==> config.mk <==
export PLATFORM = sky130hd
export DESIGN_NAME = utf8_char_lcd_writer_core
export DESIGN_NICKNAME = d
export VERILOG_FILES = /design/src/design/utf8lcd_pkg.sv /design/src/design/utf8lcd_front.sv /design/src/design/utf8lcd_queue.sv /design/src/design/utf8lcd_back.sv /design/src/design/utf8_char_lcd_writer_core.sv
export SDC_FILE = /design/constraint.sdc
export NUM_CORES = 1
export LEC_CHECK = 0
export ABC_AREA = 1
export ABC_CLOCK_PERIOD_IN_PS = 3500
export BUFFER_PORTS_ARGS = -buffer_cell sky130_fd_sc_hd__buf_2
export CAP_MARGIN = 5
export CORE_ASPECT_RATIO = 1.5
export CORE_UTILIZATION = 45
export DETAILED_ROUTE_END_ITERATION = 8
export GPL_TIMING_DRIVEN = 0
export PLACE_DENSITY_LB_ADDON = 0.12
export RECOVER_POWER = 25
export SYNTH_ARGS = -nofsm -noshare
export SYNTH_HDL_FRONTEND = slang
export SYNTH_SLANG_ARGS = --single-unit
==> constraint.sdc <==
create_clock -name i_clk -period 3.5 [get_ports i_clk]
set_input_delay 0.35 -clock i_clk [delete_from_list [all_inputs] [get_ports i_clk]]
set_output_delay 0.35 -clock i_clk [all_outputs]
set_load 0.005 [all_outputs]
==> src/design/utf8lcd_pkg.sv <==
// shared types, display codes and the character remap table
package utf8lcd_pkg;

    // display command codes
    localparam logic [7:0] CMD_CLEAR = 8'h01;
    localparam logic [7:0] CMD_LINE1 = 8'h80;
    localparam logic [7:0] CMD_LINE2 = 8'hC0;

    // code substituted for a malformed sequence
    localparam logic [31:0] HOLLOW_SQUARE = 32'h00E2_96A1;
    localparam logic [31:0] CODE_NEWLINE  = 32'h0000_000A;

    // lead byte class limits
    localparam logic [7:0] LIMIT_ASCII = 8'h7F;
    localparam logic [7:0] LIMIT_CONT  = 8'hBF;
    localparam logic [7:0] LIMIT_TWO   = 8'hDF;
    localparam logic [7:0] LIMIT_THREE = 8'hEF;
    localparam logic [7:0] CONT_LOW    = 8'h80;

    // cursor positions
    localparam logic [5:0] POS_LINE2 = 6'd16;
    localparam logic [5:0] POS_FULL  = 6'd32;

    // glyph register indexes
    localparam logic [1:0] REG_BACKSLASH = 2'd0;
    localparam logic [1:0] REG_TILDE     = 2'd1;
    localparam logic [1:0] REG_MU        = 2'd2;
    localparam logic [1:0] REG_ROMAN11   = 2'd3;

    // cursor commands that precede a character
    localparam logic [1:0] PRE_NONE  = 2'd0;
    localparam logic [1:0] PRE_LINE2 = 2'd1;
    localparam logic [1:0] PRE_CLEAR = 2'd2;

    // one decoded character or cursor move, as queued for the back end
    typedef struct packed {
        logic [1:0] pre;
        logic       has_data;
        logic [7:0] data;
    } t_job;

    typedef logic [3:0][7:0] t_glyphs;

    // remap a packed code to a display character code
    function automatic logic [7:0] map_code(input logic [31:0] code, input t_glyphs glyph);
        logic [7:0] res;
        res = (code <= 32'(LIMIT_ASCII)) ? code[7:0] : code[7:0];
        case (code)
            32'h0000_005C: res = glyph[REG_BACKSLASH];
            32'h0000_007E: res = glyph[REG_TILDE];
            32'h0000_C2A5: res = 8'h5C;
            32'h0000_C2B0: res = 8'hDF;
            32'h0000_C2B5: res = 8'hE4;
            32'h0000_C39F: res = 8'hE2;
            32'h0000_C3A4: res = 8'hE1;
            32'h0000_C3B6: res = 8'hEF;
            32'h0000_C3B7: res = 8'hFD;
            32'h0000_C3BC: res = 8'hF5;
            32'h0000_CEA3: res = 8'hF6;
            32'h0000_CEA9: res = 8'hF4;
            32'h0000_CEB1: res = 8'hE0;
            32'h0000_CEB5: res = 8'hE3;
            32'h0000_CEBC: res = glyph[REG_MU];
            32'h0000_CF80: res = 8'hF7;
            32'h0000_CF81: res = 8'hE6;
            32'h0000_CF83: res = 8'hE5;
            32'h00E2_85BA: res = glyph[REG_ROMAN11];
            32'h00E2_8690: res = 8'h7F;
            32'h00E2_8692: res = 8'h7E;
            32'h00E2_889A: res = 8'hE8;
            32'h00E2_96A1: res = 8'hDB;
            32'h00E2_96AE: res = 8'hFF;
            default:       res = code[7:0];
        endcase
        return res;
    endfunction

endpackage

==> src/design/utf8lcd_front.sv <==
// front end: utf-8 assembly, cursor tracking, remap and glyph registers
module utf8lcd_front (
    input  logic                i_clk,
    input  logic                i_rst_n,
    input  logic                i_in_valid,
    input  logic [7:0]          i_text_byte,
    output logic                o_in_stall,
    input  logic                i_cfg_valid,
    input  logic [1:0]          i_cfg_index,
    input  logic [7:0]          i_cfg_data,
    output logic                o_cfg_ready,
    input  logic                i_q_full,
    output logic                o_push,
    output utf8lcd_pkg::t_job   o_job
);
    import utf8lcd_pkg::*;

    logic [31:0] r_accum, n_accum;
    logic [1:0]  r_pending, n_pending;
    logic [5:0]  r_count, n_count;
    t_glyphs     r_glyph;
    logic        accept;
    logic        is_cont;
    logic        is_nl;
    logic [5:0]  cnt_moved;

    assign o_in_stall  = i_q_full;
    assign o_cfg_ready = 1'b1;
    assign accept      = i_in_valid && !i_q_full;
    assign is_cont     = (i_text_byte >= CONT_LOW) && (i_text_byte <= LIMIT_CONT);

    // sequence assembly
    always_comb begin
        n_accum   = r_accum;
        n_pending = r_pending;
        if (r_pending == 2'd0) begin
            n_accum = {24'd0, i_text_byte};
            if (i_text_byte <= LIMIT_ASCII) begin
                n_pending = 2'd0;
            end else if (i_text_byte <= LIMIT_CONT) begin
                n_accum = HOLLOW_SQUARE;
            end else if (i_text_byte <= LIMIT_TWO) begin
                n_pending = 2'd1;
            end else if (i_text_byte <= LIMIT_THREE) begin
                n_pending = 2'd2;
            end else begin
                n_pending = 2'd3;
            end
        end else if (is_cont) begin
            n_accum   = {r_accum[23:0], i_text_byte};
            n_pending = r_pending - 2'd1;
        end else begin
            n_accum   = HOLLOW_SQUARE;
            n_pending = 2'd0;
        end
    end

    // cursor handling and job build for a complete character
    always_comb begin
        is_nl     = (n_accum == CODE_NEWLINE);
        cnt_moved = r_count;
        if (is_nl) begin
            cnt_moved = (r_count < POS_LINE2) ? POS_LINE2 : POS_FULL;
        end
        o_job.pre = PRE_NONE;
        n_count   = cnt_moved;
        if (cnt_moved == POS_LINE2) begin
            o_job.pre = PRE_LINE2;
        end else if (cnt_moved == POS_FULL) begin
            o_job.pre = PRE_CLEAR;
            n_count   = 6'd0;
        end
        o_job.has_data = !is_nl;
        o_job.data     = map_code(n_accum, r_glyph);
        if (!is_nl) begin
            n_count = n_count + 6'd1;
        end
    end

    assign o_push = accept && (n_pending == 2'd0);

    // decoder state
    always_ff @(posedge i_clk) begin
        if (!i_rst_n) begin
            r_accum   <= '0;
            r_pending <= '0;
            r_count   <= '0;
        end else if (accept) begin
            r_accum   <= n_accum;
            r_pending <= n_pending;
            if (n_pending == 2'd0) begin
                r_count <= n_count;
            end
        end
    end

    // glyph registers
    always_ff @(posedge i_clk) begin
        if (!i_rst_n) begin
            r_glyph[REG_BACKSLASH] <= 8'd0;
            r_glyph[REG_TILDE]     <= 8'd1;
            r_glyph[REG_MU]        <= 8'd2;
            r_glyph[REG_ROMAN11]   <= 8'd3;
        end else if (i_cfg_valid && o_cfg_ready) begin
            r_glyph[i_cfg_index] <= i_cfg_data;
        end
    end

endmodule

==> src/design/utf8lcd_queue.sv <==
// job queue between front and back ends
module utf8lcd_queue #(
    parameter int DEPTH = 4
) (
    input  logic                i_clk,
    input  logic                i_rst_n,
    input  logic                i_push,
    input  utf8lcd_pkg::t_job   i_job,
    output logic                o_full,
    input  logic                i_pop,
    output utf8lcd_pkg::t_job   o_head,
    output logic                o_empty
);
    import utf8lcd_pkg::*;

    localparam int PW = (DEPTH > 2) ? $clog2(DEPTH) : 1;
    localparam int CW = $clog2(DEPTH + 1);
    localparam logic [PW-1:0] LAST_PTR = PW'(DEPTH - 1);
    localparam logic [CW-1:0] FULL_CNT = CW'(DEPTH);

    t_job          r_mem [DEPTH];
    logic [PW-1:0] r_wr_ptr, r_rd_ptr;
    logic [CW-1:0] r_cnt;
    logic          do_push, do_pop;

    assign o_full  = (r_cnt == FULL_CNT);
    assign o_empty = (r_cnt == '0);
    assign o_head  = r_mem[r_rd_ptr];
    assign do_push = i_push && !o_full;
    assign do_pop  = i_pop && !o_empty;

    // storage
    always_ff @(posedge i_clk) begin
        if (do_push) begin
            r_mem[r_wr_ptr] <= i_job;
        end
    end

    // pointers and fill count
    always_ff @(posedge i_clk) begin
        if (!i_rst_n) begin
            r_wr_ptr <= '0;
            r_rd_ptr <= '0;
            r_cnt    <= '0;
        end else begin
            if (do_push) begin
                r_wr_ptr <= (r_wr_ptr == LAST_PTR) ? '0 : r_wr_ptr + PW'(1);
            end
            if (do_pop) begin
                r_rd_ptr <= (r_rd_ptr == LAST_PTR) ? '0 : r_rd_ptr + PW'(1);
            end
            if (do_push && !do_pop) begin
                r_cnt <= r_cnt + CW'(1);
            end else if (do_pop && !do_push) begin
                r_cnt <= r_cnt - CW'(1);
            end
        end
    end

endmodule

==> src/design/utf8lcd_back.sv <==
// back end: expands each job into display writes, one per cycle unless stalled
module utf8lcd_back (
    input  logic                i_clk,
    input  logic                i_rst_n,
    input  utf8lcd_pkg::t_job   i_head,
    input  logic                i_empty,
    output logic                o_pop,
    output logic                o_out_valid,
    output logic                o_is_data,
    output logic [7:0]          o_lcd_byte,
    output logic                o_last,
    input  logic                i_out_stall
);
    import utf8lcd_pkg::*;

    logic [1:0] r_step, n_step;
    logic       r_valid;
    logic       r_is_data;
    logic [7:0] r_byte;
    logic       r_last;
    logic [1:0] cmd_n;
    logic [1:0] total;
    logic       load;
    logic       step_last;
    logic       step_cmd;
    logic [7:0] step_byte;

    // result list of the head job
    always_comb begin
        case (i_head.pre)
            PRE_NONE:  cmd_n = 2'd0;
            PRE_LINE2: cmd_n = 2'd1;
            PRE_CLEAR: cmd_n = 2'd2;
            default:   cmd_n = 2'd0;
        endcase
        total     = cmd_n + {1'b0, i_head.has_data};
        step_last = (r_step == total - 2'd1);
        step_cmd  = (r_step < cmd_n);
        if (!step_cmd) begin
            step_byte = i_head.data;
        end else if (i_head.pre == PRE_LINE2) begin
            step_byte = CMD_LINE2;
        end else if (r_step == 2'd0) begin
            step_byte = CMD_CLEAR;
        end else begin
            step_byte = CMD_LINE1;
        end
    end

    assign load   = !i_empty && (!r_valid || !i_out_stall);
    assign o_pop  = load && step_last;
    assign n_step = load ? (step_last ? 2'd0 : r_step + 2'd1) : r_step;

    // step counter and output valid
    always_ff @(posedge i_clk) begin
        if (!i_rst_n) begin
            r_step  <= '0;
            r_valid <= 1'b0;
        end else begin
            r_step <= n_step;
            if (load) begin
                r_valid <= 1'b1;
            end else if (!i_out_stall) begin
                r_valid <= 1'b0;
            end
        end
    end

    // output payload
    always_ff @(posedge i_clk) begin
        if (load) begin
            r_is_data <= !step_cmd;
            r_byte    <= step_byte;
            r_last    <= step_last;
        end
    end

    assign o_out_valid = r_valid;
    assign o_is_data   = r_is_data;
    assign o_lcd_byte  = r_byte;
    assign o_last      = r_last;

endmodule

==> src/design/utf8_char_lcd_writer_core.sv <==
// top level: utf-8 text to character display writes
//
// Input channel: one text byte per transaction (i_in_valid / o_in_stall).
// Output channel: one display write per transaction (o_out_valid /
// i_out_stall) with o_is_data (1 data, 0 command), o_lcd_byte and o_last,
// which marks the final write caused by one input byte. A byte that
// leaves a sequence unfinished causes no write at all.
// Configuration: i_cfg_valid / o_cfg_ready, index 0..3 selects the display
// codes used for backslash, tilde, mu and small roman eleven.
// Flow: a taken byte's job is registered in the queue, its first write in
// the output register. Each complete character gives one to three writes,
// issued one per cycle by the back-end sequencer unless the receiver
// stalls; the front end takes a byte every cycle while the queue has room.
// Reset clears the decoder, cursor position, queue and output register,
// and restores the glyph codes 0..3. While the receiver stalls, the
// current write holds, the queue fills and then o_in_stall rises.
module utf8_char_lcd_writer_core #(
    parameter int QUEUE_DEPTH = 4
) (
    input  logic       i_clk,
    input  logic       i_rst_n,
    input  logic       i_in_valid,
    input  logic [7:0] i_text_byte,
    output logic       o_in_stall,
    output logic       o_out_valid,
    output logic       o_is_data,
    output logic [7:0] o_lcd_byte,
    output logic       o_last,
    input  logic       i_out_stall,
    input  logic       i_cfg_valid,
    input  logic [1:0] i_cfg_index,
    input  logic [7:0] i_cfg_data,
    output logic       o_cfg_ready
);
    import utf8lcd_pkg::*;

    t_job w_push_job;
    t_job w_head;
    logic w_push;
    logic w_full;
    logic w_pop;
    logic w_empty;

    // decode and classify
    utf8lcd_front u_front (
        .i_clk       (i_clk),
        .i_rst_n     (i_rst_n),
        .i_in_valid  (i_in_valid),
        .i_text_byte (i_text_byte),
        .o_in_stall  (o_in_stall),
        .i_cfg_valid (i_cfg_valid),
        .i_cfg_index (i_cfg_index),
        .i_cfg_data  (i_cfg_data),
        .o_cfg_ready (o_cfg_ready),
        .i_q_full    (w_full),
        .o_push      (w_push),
        .o_job       (w_push_job)
    );

    // decoupling queue
    utf8lcd_queue #(
        .DEPTH (QUEUE_DEPTH)
    ) u_queue (
        .i_clk   (i_clk),
        .i_rst_n (i_rst_n),
        .i_push  (w_push),
        .i_job   (w_push_job),
        .o_full  (w_full),
        .i_pop   (w_pop),
        .o_head  (w_head),
        .o_empty (w_empty)
    );

    // write sequencer
    utf8lcd_back u_back (
        .i_clk       (i_clk),
        .i_rst_n     (i_rst_n),
        .i_head      (w_head),
        .i_empty     (w_empty),
        .o_pop       (w_pop),
        .o_out_valid (o_out_valid),
        .o_is_data   (o_is_data),
        .o_lcd_byte  (o_lcd_byte),
        .o_last      (o_last),
        .i_out_stall (i_out_stall)
    );

    // a job is never pushed into a full queue
    a_no_overflow: assert property (@(posedge i_clk) disable iff (!i_rst_n)
        w_push |-> !w_full)
        else $error("job pushed into full queue");

    // a job leaves the queue only with its final write
    a_pop_with_last: assert property (@(posedge i_clk) disable iff (!i_rst_n)
        w_pop |=> (o_out_valid && o_last))
        else $error("job popped without final write");

    // a pending non-final write keeps its job in the queue
    a_job_held: assert property (@(posedge i_clk) disable iff (!i_rst_n)
        (o_out_valid && !o_last) |-> !w_empty)
        else $error("job lost before its final write");

endmodule
==> out/results.txt <==
drt drc: 0
Post-synth EDFFs: 54
H-tree levels: 4
final cycle utilization of the critical path: 0.941
clk sinks: 130
Final nets: 1,014
Hold Vio Cnt, Final: 0
Final ANT Viol Nets: 0
leakage dissipation: 3.51 nW
Area Overhead vs Synth: 14.8%
FFs w/ async S/R, synth: 0
detailed-route wire length per cell: 16.4 um
Starting Density: 0.462
area of placed instances: 7420 sq um
commonest cells after routing, fill and taps aside: 201 x nor2_1, 147 x nand2_1, 90 x o21ai_0, 84 x nand3_1, 75 x dfxtp_1
Setup crit start kind: flop
Synth Register Bits: 130
Hold Crit Class: in -> reg
Power Density: 696 nW/um^2
die area: 16,100 sq um
antenna violations before repair: 0
final WL: 19.5 mm
Starting DRT DRC Count: 508
met1 WL: 7.79 mm
port buffer count: 33
max_cap viols: 0
Seq/Total Area, Yosys: 0.449
Worst slew margin: 0.285
routability cong.: 1.01
RSZ-0062 raised after global routing: true
total placed cells including tap cells: 1,159
gr usage total: 0.256
ant diodes: 0
largest net degree at the start of global routing: 17
Fmax: 304 MHz
vias per cell: 5.35
final setup vio count: 0
Clock Path Buffers: 2
WL met3: 794 um
Die Span X: 104 um
Worst-path clk slew: 0.06 ns
type of the worst setup path: reg -> reg
Clock Skew: 0.00947 ns
Congestion Overflow GR: 0
total CTS buffers: 17
Clock Latency Late Sink: 0.43 ns
top_reg_cell synth: dfxtp_1
Avg Inst Size Synth: 7.55 sq um
met2 routed WL: 10.2 mm
HPWL after DPL: 14.7 mm
status: complete, no violations
TritonRoute pass-1 iters: 5
total power: 5.59 mW
synth unique cells: 50
setup repair bufs after CTS: 0
Core Rows: 55
post-synth net total: 963
DP Worst Slack: -0.227 ns
Die Ht: 155 um
Filler Cell Count: 1,519
via count: 6,367
Crit Path Max Fanout: 11
CP Data Arrival Time: 3.33 ns
Synth warnings: 0
Syn Inst Count: 927
TritonCTS clock tree: built
root buffer cell: clkbuf_16
Post-Syn Area: 7000 sq um
layout cells sized above 1: 0.131
final instance area: 8040 sq um
Tmin final: 3.29 ns
first-pass GRT wire length: 31.5 mm
hold slack: 0.195 ns
Top Metal Used: met4
# IOs: 36
Worst Tran Pin Value: 1.07 ns
final std cells w/o fill: 1,190
post-route setup slack: 0.206 ns
setup tns final: 0 ns
commonest non-fill, non-tap cell in the layout: nor2_1
fin. max-slew vios: 0
Crit path required time: 3.54 ns
vias in the first global route: 6,065
core footprint: 15,100 sq um
final core area utilization: 0.531
CP endpoint kind: flop
VDD IR-drop max: 364 uV
where the power goes:
part / total (mW) / switching, mW / leakage [nW] / internal [mW]
sequential: 2.05 / 0.129 / 1.12 / 1.92
combinational: 1.71 / 1.14 / 2.10 / 0.572
clock: 1.83 / 0.703 / 0.289 / 1.13
total: 5.59 / 1.97 / 3.51 / 3.62
layer usage:
metal | global-route usage | vias up
met2 | 0.477 | 190
met4 | 0.121 | 0
met1 | 0.281 | 2904
met5 | 0 | -
met3 | 0.0417 | 57
li1 | - | 3216
synth_stat cells, types with 10 or more instances:
cell type / count / area [sq um]
nor2_1: 202 / 758
nand2_1: 147 / 552
o21ai_0: 92 / 460
nand3_1: 84 / 420
dfxtp_1: 76 / 1520
inv_1: 71 / 267
edfxtp_1: 54 / 1620
a21oi_1: 35 / 175
nand4_1: 18 / 113
clkbuf_1: 15 / 56.3
nor3_1: 14 / 70.1
ha_1: 12 / 150
nor2_2: 10 / 62.6
cells by family (layout without fill, tap and decap cells):
family                     count (synthesis)  in the layout  share of synthesized area
AOI/OAI and AO/OA                        158            158                      0.123
xor gates and xnor gates                   5              5                    0.00625
adders and majority gates                 13             13                     0.0243
buffers and inverters                    110            174                     0.0667
DFF                                      130            130                      0.449
other                                      1              1                   0.000536
and+or+nand+nor                          510            510                      0.330
timing repair:
action	4_1_cts	5_1_grt
setup endpoints to repair	2	46
gates resized for setup	4	17
hold buffers	0	0
path summary, 6_finish.rpt:
path                                    startpoint                                to  slack [ns]  depth (start not counted)
hold / removal                       i_cfg_data[1]  u_front.r_glyph[17]$_SDFFE_PN1P_        0.20                          3
setup / recovery     u_queue.r_cnt[0]$_SDFFE_PN0P_     u_queue.r_mem[0][5]$_DFFE_PP_        0.21                          9
setup reg to reg     u_queue.r_cnt[0]$_SDFFE_PN0P_     u_queue.r_mem[0][5]$_DFFE_PP_        0.21                          9
hold reg to reg   u_front.r_glyph[23]$_SDFFE_PN0P_  u_front.r_glyph[23]$_SDFFE_PN0P_        0.46                          2
flip-flops by register name, summed over array words and instances (netlist names), 3 cells and up, named ones only:
| name | count |
|---|---|
| u_back.o_lcd_byte | 8 |
| u_front.r_accum | 24 |
| u_front.r_count | 6 |
| u_front.r_glyph | 32 |
| u_queue.r_cnt | 3 |
| u_queue.r_mem | 44 |
worst max-delay path, cell delays in order, from the launching register on:
cell     delay (ns)
dfxtp_1        0.41
nor3_1         0.12
nor2_1         0.56
inv_2          0.18
nor2_1         0.19
inv_1          0.09
nor2_4         0.23
inv_1          0.11
buf_2          0.19
nor2_1         0.82
final cells by class:
| cell class | count | area, sq um | share of cell area |
|---|---|---|---|
| Multi-Input combinational cell | 687 | 3390 | 0.422 |
| Buffer | 27 | 169 | 0.0210 |
| Clock inverter | 14 | 181 | 0.0226 |
| Clock buffer | 18 | 429 | 0.0534 |
| Inverter | 82 | 310 | 0.0386 |
| Sequential cell | 130 | 3140 | 0.391 |
| Timing Repair Buffer | 33 | 161 | 0.0201 |
| Tap cell | 199 | 249 | 0.0310 |
Power figures use the tool's default switching activity.
